`src/rtl/escaped_api_frame_encoder_top_assert.svh`:
```
// assertion macros for the escaped frame encoder
`ifndef ESCAPED_API_FRAME_ENCODER_TOP_ASSERT_SVH
`define ESCAPED_API_FRAME_ENCODER_TOP_ASSERT_SVH

// antecedent holds, consequent holds in the same cycle
`define AEF_ASSERT_NOW(label, ante, cons) \
    label: assert property (@(posedge clk) disable iff (!rst_n) (ante) |-> (cons)) \
        else $error("aef assertion failed");

// antecedent holds, consequent holds in the next cycle
`define AEF_ASSERT_NEXT(label, ante, cons) \
    label: assert property (@(posedge clk) disable iff (!rst_n) (ante) |=> (cons)) \
        else $error("aef assertion failed");

`endif

```
`src/rtl/aef_pkg.sv`:
```
// shared constants, types and helpers of the escaped frame encoder
package aef_pkg;

    localparam logic [7:0] DELIM_BYTE = 8'h7E;
    localparam logic [7:0] ESC_BYTE   = 8'h7D;
    localparam logic [7:0] XON_BYTE   = 8'h11;
    localparam logic [7:0] XOFF_BYTE  = 8'h13;
    localparam logic [7:0] ESC_XOR    = 8'h20;
    localparam logic [7:0] CSUM_BASE  = 8'hFF;

    localparam int NUM_SEGS = 5;
    localparam int SEG_W    = 3;

    localparam logic [SEG_W-1:0] SEG_DELIM  = 3'd0;
    localparam logic [SEG_W-1:0] SEG_LEN_HI = 3'd1;
    localparam logic [SEG_W-1:0] SEG_LEN_LO = 3'd2;
    localparam logic [SEG_W-1:0] SEG_DATA   = 3'd3;
    localparam logic [SEG_W-1:0] SEG_CSUM   = 3'd4;

    typedef struct packed {
        logic [7:0]  data;
        logic        first;
        logic        last;
        logic [15:0] len;
        logic [7:0]  sum;
    } item_t;

    typedef struct packed {
        logic [NUM_SEGS-1:0][7:0] seg_byte;
        logic [NUM_SEGS-1:0]      seg_esc;
        logic [SEG_W-1:0]         start_pos;
        logic                     has_csum;
    } run_t;

    function automatic logic needs_escape(input logic [7:0] b);
        return b inside {DELIM_BYTE, ESC_BYTE, XON_BYTE, XOFF_BYTE};
    endfunction

endpackage

```
`src/rtl/escaped_api_frame_encoder_top.sv`:
```
// top level of the escaped frame encoder: input register, running sum, emitter
//
//  channel | valid        | stall        | payload
//  --------+--------------+--------------+----------------------------------------------------
//  input   | data_valid   | data_stall   | data_byte, first_of_frame, last_of_frame, frame_length
//  output  | stream_valid | stream_stall | out_byte, last_of_run, frame_done
//
// each transaction yields 1 to 9 output bytes (2 for an escaped byte),
// one per cycle from the emitter register while the output is not stalled
// the first output byte passes through the item register, the run register and the output register
// reset clears the running sum and all valid flags
// input stalls only while the item register is full and the emitter is still busy
`include "escaped_api_frame_encoder_top_assert.svh"

module escaped_api_frame_encoder_top
    import aef_pkg::*;
(
    input  logic        clk,
    input  logic        rst_n,
    input  logic        data_valid,
    output logic        data_stall,
    input  logic [7:0]  data_byte,
    input  logic        first_of_frame,
    input  logic        last_of_frame,
    input  logic [15:0] frame_length,
    output logic        stream_valid,
    input  logic        stream_stall,
    output logic [7:0]  out_byte,
    output logic        last_of_run,
    output logic        frame_done
);

    logic       item_valid_reg;
    item_t      item_reg;
    logic [7:0] sum_reg;

    logic       accept;
    logic       run_take;
    logic [7:0] sum_base;
    logic [7:0] sum_after;
    run_t       run;

    assign data_stall = item_valid_reg && !run_take;
    assign accept     = data_valid && !data_stall;

    // header restarts the sum
    assign sum_base  = first_of_frame ? 8'h00 : sum_reg;
    assign sum_after = sum_base + data_byte;

    always_ff @(posedge clk or negedge rst_n)
    begin
        if (!rst_n)
        begin
            item_valid_reg <= 1'b0;
            sum_reg        <= 8'h00;
        end
        else
        begin
            if (accept)
            begin
                item_valid_reg <= 1'b1;
                sum_reg        <= last_of_frame ? 8'h00 : sum_after;
            end
            else if (run_take)
            begin
                item_valid_reg <= 1'b0;
            end
        end
    end

    always_ff @(posedge clk)
    begin
        if (accept)
        begin
            item_reg.data  <= data_byte;
            item_reg.first <= first_of_frame;
            item_reg.last  <= last_of_frame;
            item_reg.len   <= frame_length;
            item_reg.sum   <= sum_after;
        end
    end

    aef_segment u_segment (
        .item (item_reg),
        .run  (run)
    );

    aef_emitter u_emitter (
        .clk          (clk),
        .rst_n        (rst_n),
        .run_valid    (item_valid_reg),
        .run          (run),
        .run_take     (run_take),
        .stream_valid (stream_valid),
        .stream_stall (stream_stall),
        .out_byte     (out_byte),
        .last_of_run  (last_of_run),
        .frame_done   (frame_done)
    );

    `AEF_ASSERT_NOW(a_done_ends_run, stream_valid && frame_done, last_of_run)
    `AEF_ASSERT_NOW(a_escape_not_final, stream_valid && out_byte == ESC_BYTE, !last_of_run)
    `AEF_ASSERT_NEXT(a_sum_cleared_after_last, accept && last_of_frame, sum_reg == 8'h00)
    `AEF_ASSERT_NOW(a_stall_needs_full, data_stall, item_valid_reg)

endmodule

```
`src/rtl/aef_segment.sv`:
```
// builds the segment list (header, payload, checksum) for one transaction
module aef_segment
    import aef_pkg::*;
(
    input  item_t item,
    output run_t  run
);

    logic [7:0] csum;

    assign csum = CSUM_BASE - item.sum;

    always_comb
    begin
        run.seg_byte[SEG_DELIM]  = DELIM_BYTE;
        run.seg_byte[SEG_LEN_HI] = item.len[15:8];
        run.seg_byte[SEG_LEN_LO] = item.len[7:0];
        run.seg_byte[SEG_DATA]   = item.data;
        run.seg_byte[SEG_CSUM]   = csum;

        // the delimiter itself is never stuffed
        run.seg_esc[SEG_DELIM]  = 1'b0;
        run.seg_esc[SEG_LEN_HI] = needs_escape(item.len[15:8]);
        run.seg_esc[SEG_LEN_LO] = needs_escape(item.len[7:0]);
        run.seg_esc[SEG_DATA]   = needs_escape(item.data);
        run.seg_esc[SEG_CSUM]   = needs_escape(csum);

        run.start_pos = item.first ? SEG_DELIM : SEG_DATA;
        run.has_csum  = item.last;
    end

endmodule

```
`src/rtl/aef_emitter.sv`:
```
// walks a segment list one output byte per cycle, while the output is not stalled, into the output register
module aef_emitter
    import aef_pkg::*;
(
    input  logic       clk,
    input  logic       rst_n,
    input  logic       run_valid,
    input  run_t       run,
    output logic       run_take,
    output logic       stream_valid,
    input  logic       stream_stall,
    output logic [7:0] out_byte,
    output logic       last_of_run,
    output logic       frame_done
);

    logic             held_reg;
    run_t             run_reg;
    logic [SEG_W-1:0] pos_reg;
    logic             half_reg;
    logic             out_valid_reg;
    logic [7:0]       out_byte_reg;
    logic             out_last_reg;
    logic             out_done_reg;

    logic       cur_esc;
    logic [7:0] cur_raw;
    logic [7:0] cur_byte;
    logic       seg_end;
    logic       run_end;
    logic       out_load;
    logic       out_free;

    assign cur_esc  = run_reg.seg_esc[pos_reg];
    assign cur_raw  = run_reg.seg_byte[pos_reg];
    assign cur_byte = !cur_esc ? cur_raw : (half_reg ? (cur_raw ^ ESC_XOR) : ESC_BYTE);
    assign seg_end  = !cur_esc || half_reg;
    assign run_end  = seg_end
                      && (pos_reg == SEG_CSUM || (pos_reg == SEG_DATA && !run_reg.has_csum));

    assign out_free = !out_valid_reg || !stream_stall;
    assign out_load = held_reg && out_free;
    assign run_take = !held_reg || (out_load && run_end);

    always_ff @(posedge clk or negedge rst_n)
    begin
        if (!rst_n)
        begin
            held_reg      <= 1'b0;
            out_valid_reg <= 1'b0;
            pos_reg       <= SEG_DATA;
            half_reg      <= 1'b0;
        end
        else
        begin
            if (out_free)
            begin
                out_valid_reg <= held_reg;
            end
            if (run_take)
            begin
                held_reg <= run_valid;
                pos_reg  <= run.start_pos;
                half_reg <= 1'b0;
            end
            else if (out_load)
            begin
                if (seg_end)
                begin
                    pos_reg  <= pos_reg + 3'd1;
                    half_reg <= 1'b0;
                end
                else
                begin
                    half_reg <= 1'b1;
                end
            end
        end
    end

    always_ff @(posedge clk)
    begin
        if (run_take)
        begin
            run_reg <= run;
        end
        if (out_load)
        begin
            out_byte_reg <= cur_byte;
            out_last_reg <= run_end;
            out_done_reg <= run_end && (pos_reg == SEG_CSUM);
        end
    end

    assign stream_valid = out_valid_reg;
    assign out_byte     = out_byte_reg;
    assign last_of_run  = out_last_reg;
    assign frame_done   = out_done_reg;

endmodule

```
`config.mk`:
```
export PLATFORM = sky130hd
export DESIGN_NAME = escaped_api_frame_encoder_top
export DESIGN_NICKNAME = d
export VERILOG_FILES = /design/src/rtl/aef_pkg.sv /design/src/rtl/escaped_api_frame_encoder_top.sv /design/src/rtl/aef_segment.sv /design/src/rtl/aef_emitter.sv
export VERILOG_INCLUDE_DIRS = /design/src /design/src/rtl
export SDC_FILE = /design/constraint.sdc
export NUM_CORES = 1
export LEC_CHECK = 0
export BUFFER_PORTS_ARGS = -buffer_cell sky130_fd_sc_hd__buf_2
export CAP_MARGIN = 10
export CORE_ASPECT_RATIO = 0.8
export CORE_MARGIN = 1
export CORE_UTILIZATION = 25
export DETAILED_ROUTE_END_ITERATION = 8
export PLACE_DENSITY = 0.37
export SETUP_SLACK_MARGIN = 0.05
export SYNTH_ARGS = -nofsm -noshare
export SYNTH_HDL_FRONTEND = slang
export SYNTH_SLANG_ARGS = --single-unit
```
`constraint.sdc`:
```
create_clock -name clk -period 3.3 [get_ports clk]
set_input_delay 0.165 -clock clk [delete_from_list [all_inputs] [get_ports clk]]
set_output_delay 0.165 -clock clk [all_outputs]
set_load 0.1 [all_outputs]
```
==> reports/qor.txt <==
Status: complete, no violations
TritonCTS clock tree: built
Crit path from: u_emitter.pos_reg[1]
Post-synth EDFFs: 81
Detailed Routing Iterations Pass 1: 4
Initial Util: 0.258
CP Class: flip-flop to output pin
Filler Cell Count: 1601
Final hold vios: 0
Syn nets: 330
All-Layer GR Usage: 0.115
Core Area: 16000 um^2
Port Buffers: 41
CP endpoint kind: output pin
Vias in the first global route: 2524
Antenna-violating nets left: 0
WP data arrival: 2.75 ns
Cell Area, Synth: 4120 um^2
DP Wirelength: 6.65 mm
Worst hold start: data_byte[0]
Layout area overhead: 23.0%
Async SR Flop Fraction: 0.156
Routed vias/inst: 4.27
Synth cell types: 56
TritonCTS Buffers: 9
Final setup violation count: 0
Finished Layout Cells: 574
Clock latency on the worst-skew pair: 0.34 ns
Worst slew margin: 0.624
Switching fraction of total power: 0.377
Clock Pin Slew Worst Setup and Hold Paths: 0.07 ns
Drt drc: 0
Clock Power Share: 0.235
Gpl congestion: 0.780
Register area: 2810 um^2
Initial antenna violation count: 0
RSZ-0062 raised after global routing: false
Clock sinks: 96
Seq/Total Area, Yosys: 0.683
Max-cap viol count: 0
Pwr Density: 865 nW/um^2
FP Rows: 41
WHS: 0.0289 ns
Longest Clk Path Bufs: 2
Ys Warns: 0
Worst r2r src: u_emitter.pos_reg[1]
Cell Int Power: 0.00273 W
Fin crit period: 2.92 ns
First-pass GRT wire length: 14.4 mm
Mapped Avg Cell Area: 14.2 um^2
I/O Pins: 42
Seq pwr share: 0.419
Top cells by area, synth: edfxtp_1 59%, dfrtp_1 7.9%, ha_1 3.0%
Largest net degree at the start of global routing: 40
Setup crit start kind: flip-flop
Tcrit/Tclk final: 0.884
Starting DRC count in detailed routing: 107
Static Leak: 1.85 nW
Main flop type after synthesis: edfxtp_1
Share of the synthesized area in the top cell type: 0.591
Syn Inst Count: 289
Final setup TNS: 0 ns
Vias: 2450
Overall Power: 0.00438 W
Root Buffer: clkbuf_16
Multi-input gate area: 1200 um^2
Worst Path Max Fanout: 15
Peak supply drop: 295 uV
Worst-margin pin slew: 0.564 ns
Largest area contributor in the synthesized netlist: edfxtp_1
Nets@finish: 395
Post-layout util: 0.317
ANT cells: 0
Placed Cells: 541
Final WL: 9.01 mm
Drt wl/cell: 15.7 um
Die Area: 17000 um^2
Fmax: 343 MHz
Largest register FFs: 37
Combinational share of power: 0.346
Yosys reg bits: 96
Htree depth: 3
HP Class: input pin to flip-flop
Fraction of layout cells with a size suffix above 1: 0.220
Die H: 117 um
Grt ovf: 0
NetSw: 0.00165 W
Die Wd: 145 um
Clock Skew: 0.00721 ns
Worst EP required: 3.13 ns
Count of pins over their slew limit: 0
[power by group through the flow]
stage	clock, W	combinational [W]	sequential [W]
after floorplan	0	0.000824	0.00217
after global placement	0	0.00150	0.00187
after detailed placement	0	0.00151	0.00187
after CTS	0.00107	0.00153	0.00184
after global routing	0.00112	0.00165	0.00187
final	0.00103	0.00151	0.00184
[path summary, 6_finish.rpt]
| check | depth (start not counted) | slack [ns] | end |
|---|---|---|---|
| worst max-delay path | 8 | 0.38 | data_stall |
| worst min-delay path | 1 | 0.03 | item_reg[26] |
| worst max register to register | 8 | 0.65 | sum_reg[1] |
| worst min register to register | 0 | 0.42 | u_emitter.run_reg[0] |
| max in group asynchronous | 2 | 2.67 | u_emitter.pos_reg[0] |
| min in group asynchronous | 2 | 0.29 | sum_reg[2] |
[kinds of logic after synthesis]
| group | count (synthesis) | share of synthesized area |
|---|---|---|
| buf+inv | 26 | 0.0255 |
| simple gates | 73 | 0.0985 |
| mux | 11 | 0.0322 |
| xor+xnor | 7 | 0.0149 |
| flops | 96 | 0.683 |
| fa+ha+maj | 11 | 0.0353 |
| compound gates | 65 | 0.111 |
[cell usage in the layout (no fill, tap or decap), types with 9 or more instances in the layout]
| cell | Yosys | layout |
|---|---|---|
| a21oi_1 | 21 | 21 |
| nor2_1 | 16 | 16 |
| o21ai_0 | 11 | 11 |
| inv_1 | 15 | 15 |
| nand2_1 | 12 | 12 |
| ha_1 | 10 | 10 |
| dfrtp_1 | 13 | 13 |
| nor2b_1 | 11 | 11 |
| dlygate4sd3_1 | 0 | 17 |
| edfxtp_1 | 81 | 81 |
| buf_2 | 1 | 40 |
| clkbuf_16 | 0 | 9 |
[per-stage QoR]
step / setup WS [ns] / area, um^2
2_1_floorplan: 0.469 / 4120
3_3_place_gp: 0.685 / 4590
3_5_place_dp: 0.603 / 4590
4_1_cts: 0.271 / 5060
5_1_grt: 0.137 / 5060
6_report: 0.384 / 5060
[metal layers]
metal / GRT usage / part of all wire / routed length (um) / vias to the layer above
met5: 0 / 0 / 0 / -
met1: 0.164 / 0.52 / 4720 / 1165
met2: 0.168 / 0.42 / 3770 / 52
met3: 0.0320 / 0.047 / 422 / 8
met4: 0.0337 / 0.012 / 104 / 0
li1: - / - / - / 1225
[timing repair]
item / in CTS / in global routing
endpoints found under the setup margin: 0 / 1
resized for setup: 0 / 1
hold buffers: 17 / 0
buffers inserted: 0 / 0
endpoints found under the hold margin: 29 / 0
[cell type report]
type,count,share of cell area
Clock buffer,9,0.0445
Inverter,19,0.0146
Multi-Input combinational cell,167,0.237
Timing Repair Buffer,61,0.0816
Sequential cell,96,0.555
Tap cell,215,0.0531
Clock inverter,7,0.0141
[worst max-delay path: stages (launching register included)]
cell      delay, ns
dfstp_2        0.71
clkinv_1       0.31
ha_1           0.29
a22oi_1        0.14
buf_4          0.18
o211ai_1       0.12
and2_1         0.25
inv_1          0.07
clkbuf_4       0.32
[Yosys cell counts (3+ instances only)]
| cell | instances |
|---|---|
| edfxtp_1 | 81 |
| a21oi_1 | 21 |
| nor2_1 | 16 |
| inv_1 | 15 |
| dfrtp_1 | 13 |
| nand2_1 | 12 |
| nor2b_1 | 11 |
| o21ai_0 | 11 |
| ha_1 | 10 |
| nand2b_1 | 6 |
| o22ai_1 | 6 |
| xnor2_1 | 6 |
| and2_1 | 5 |
| mux2i_1 | 5 |
| nand3_1 | 5 |
| clkbuf_1 | 4 |
| mux2_4 | 4 |
| nand4_1 | 4 |
| nor4_1 | 4 |
| a32o_1 | 3 |
| nor4b_1 | 3 |
Note: power is estimated with default switching activity, not from simulation.
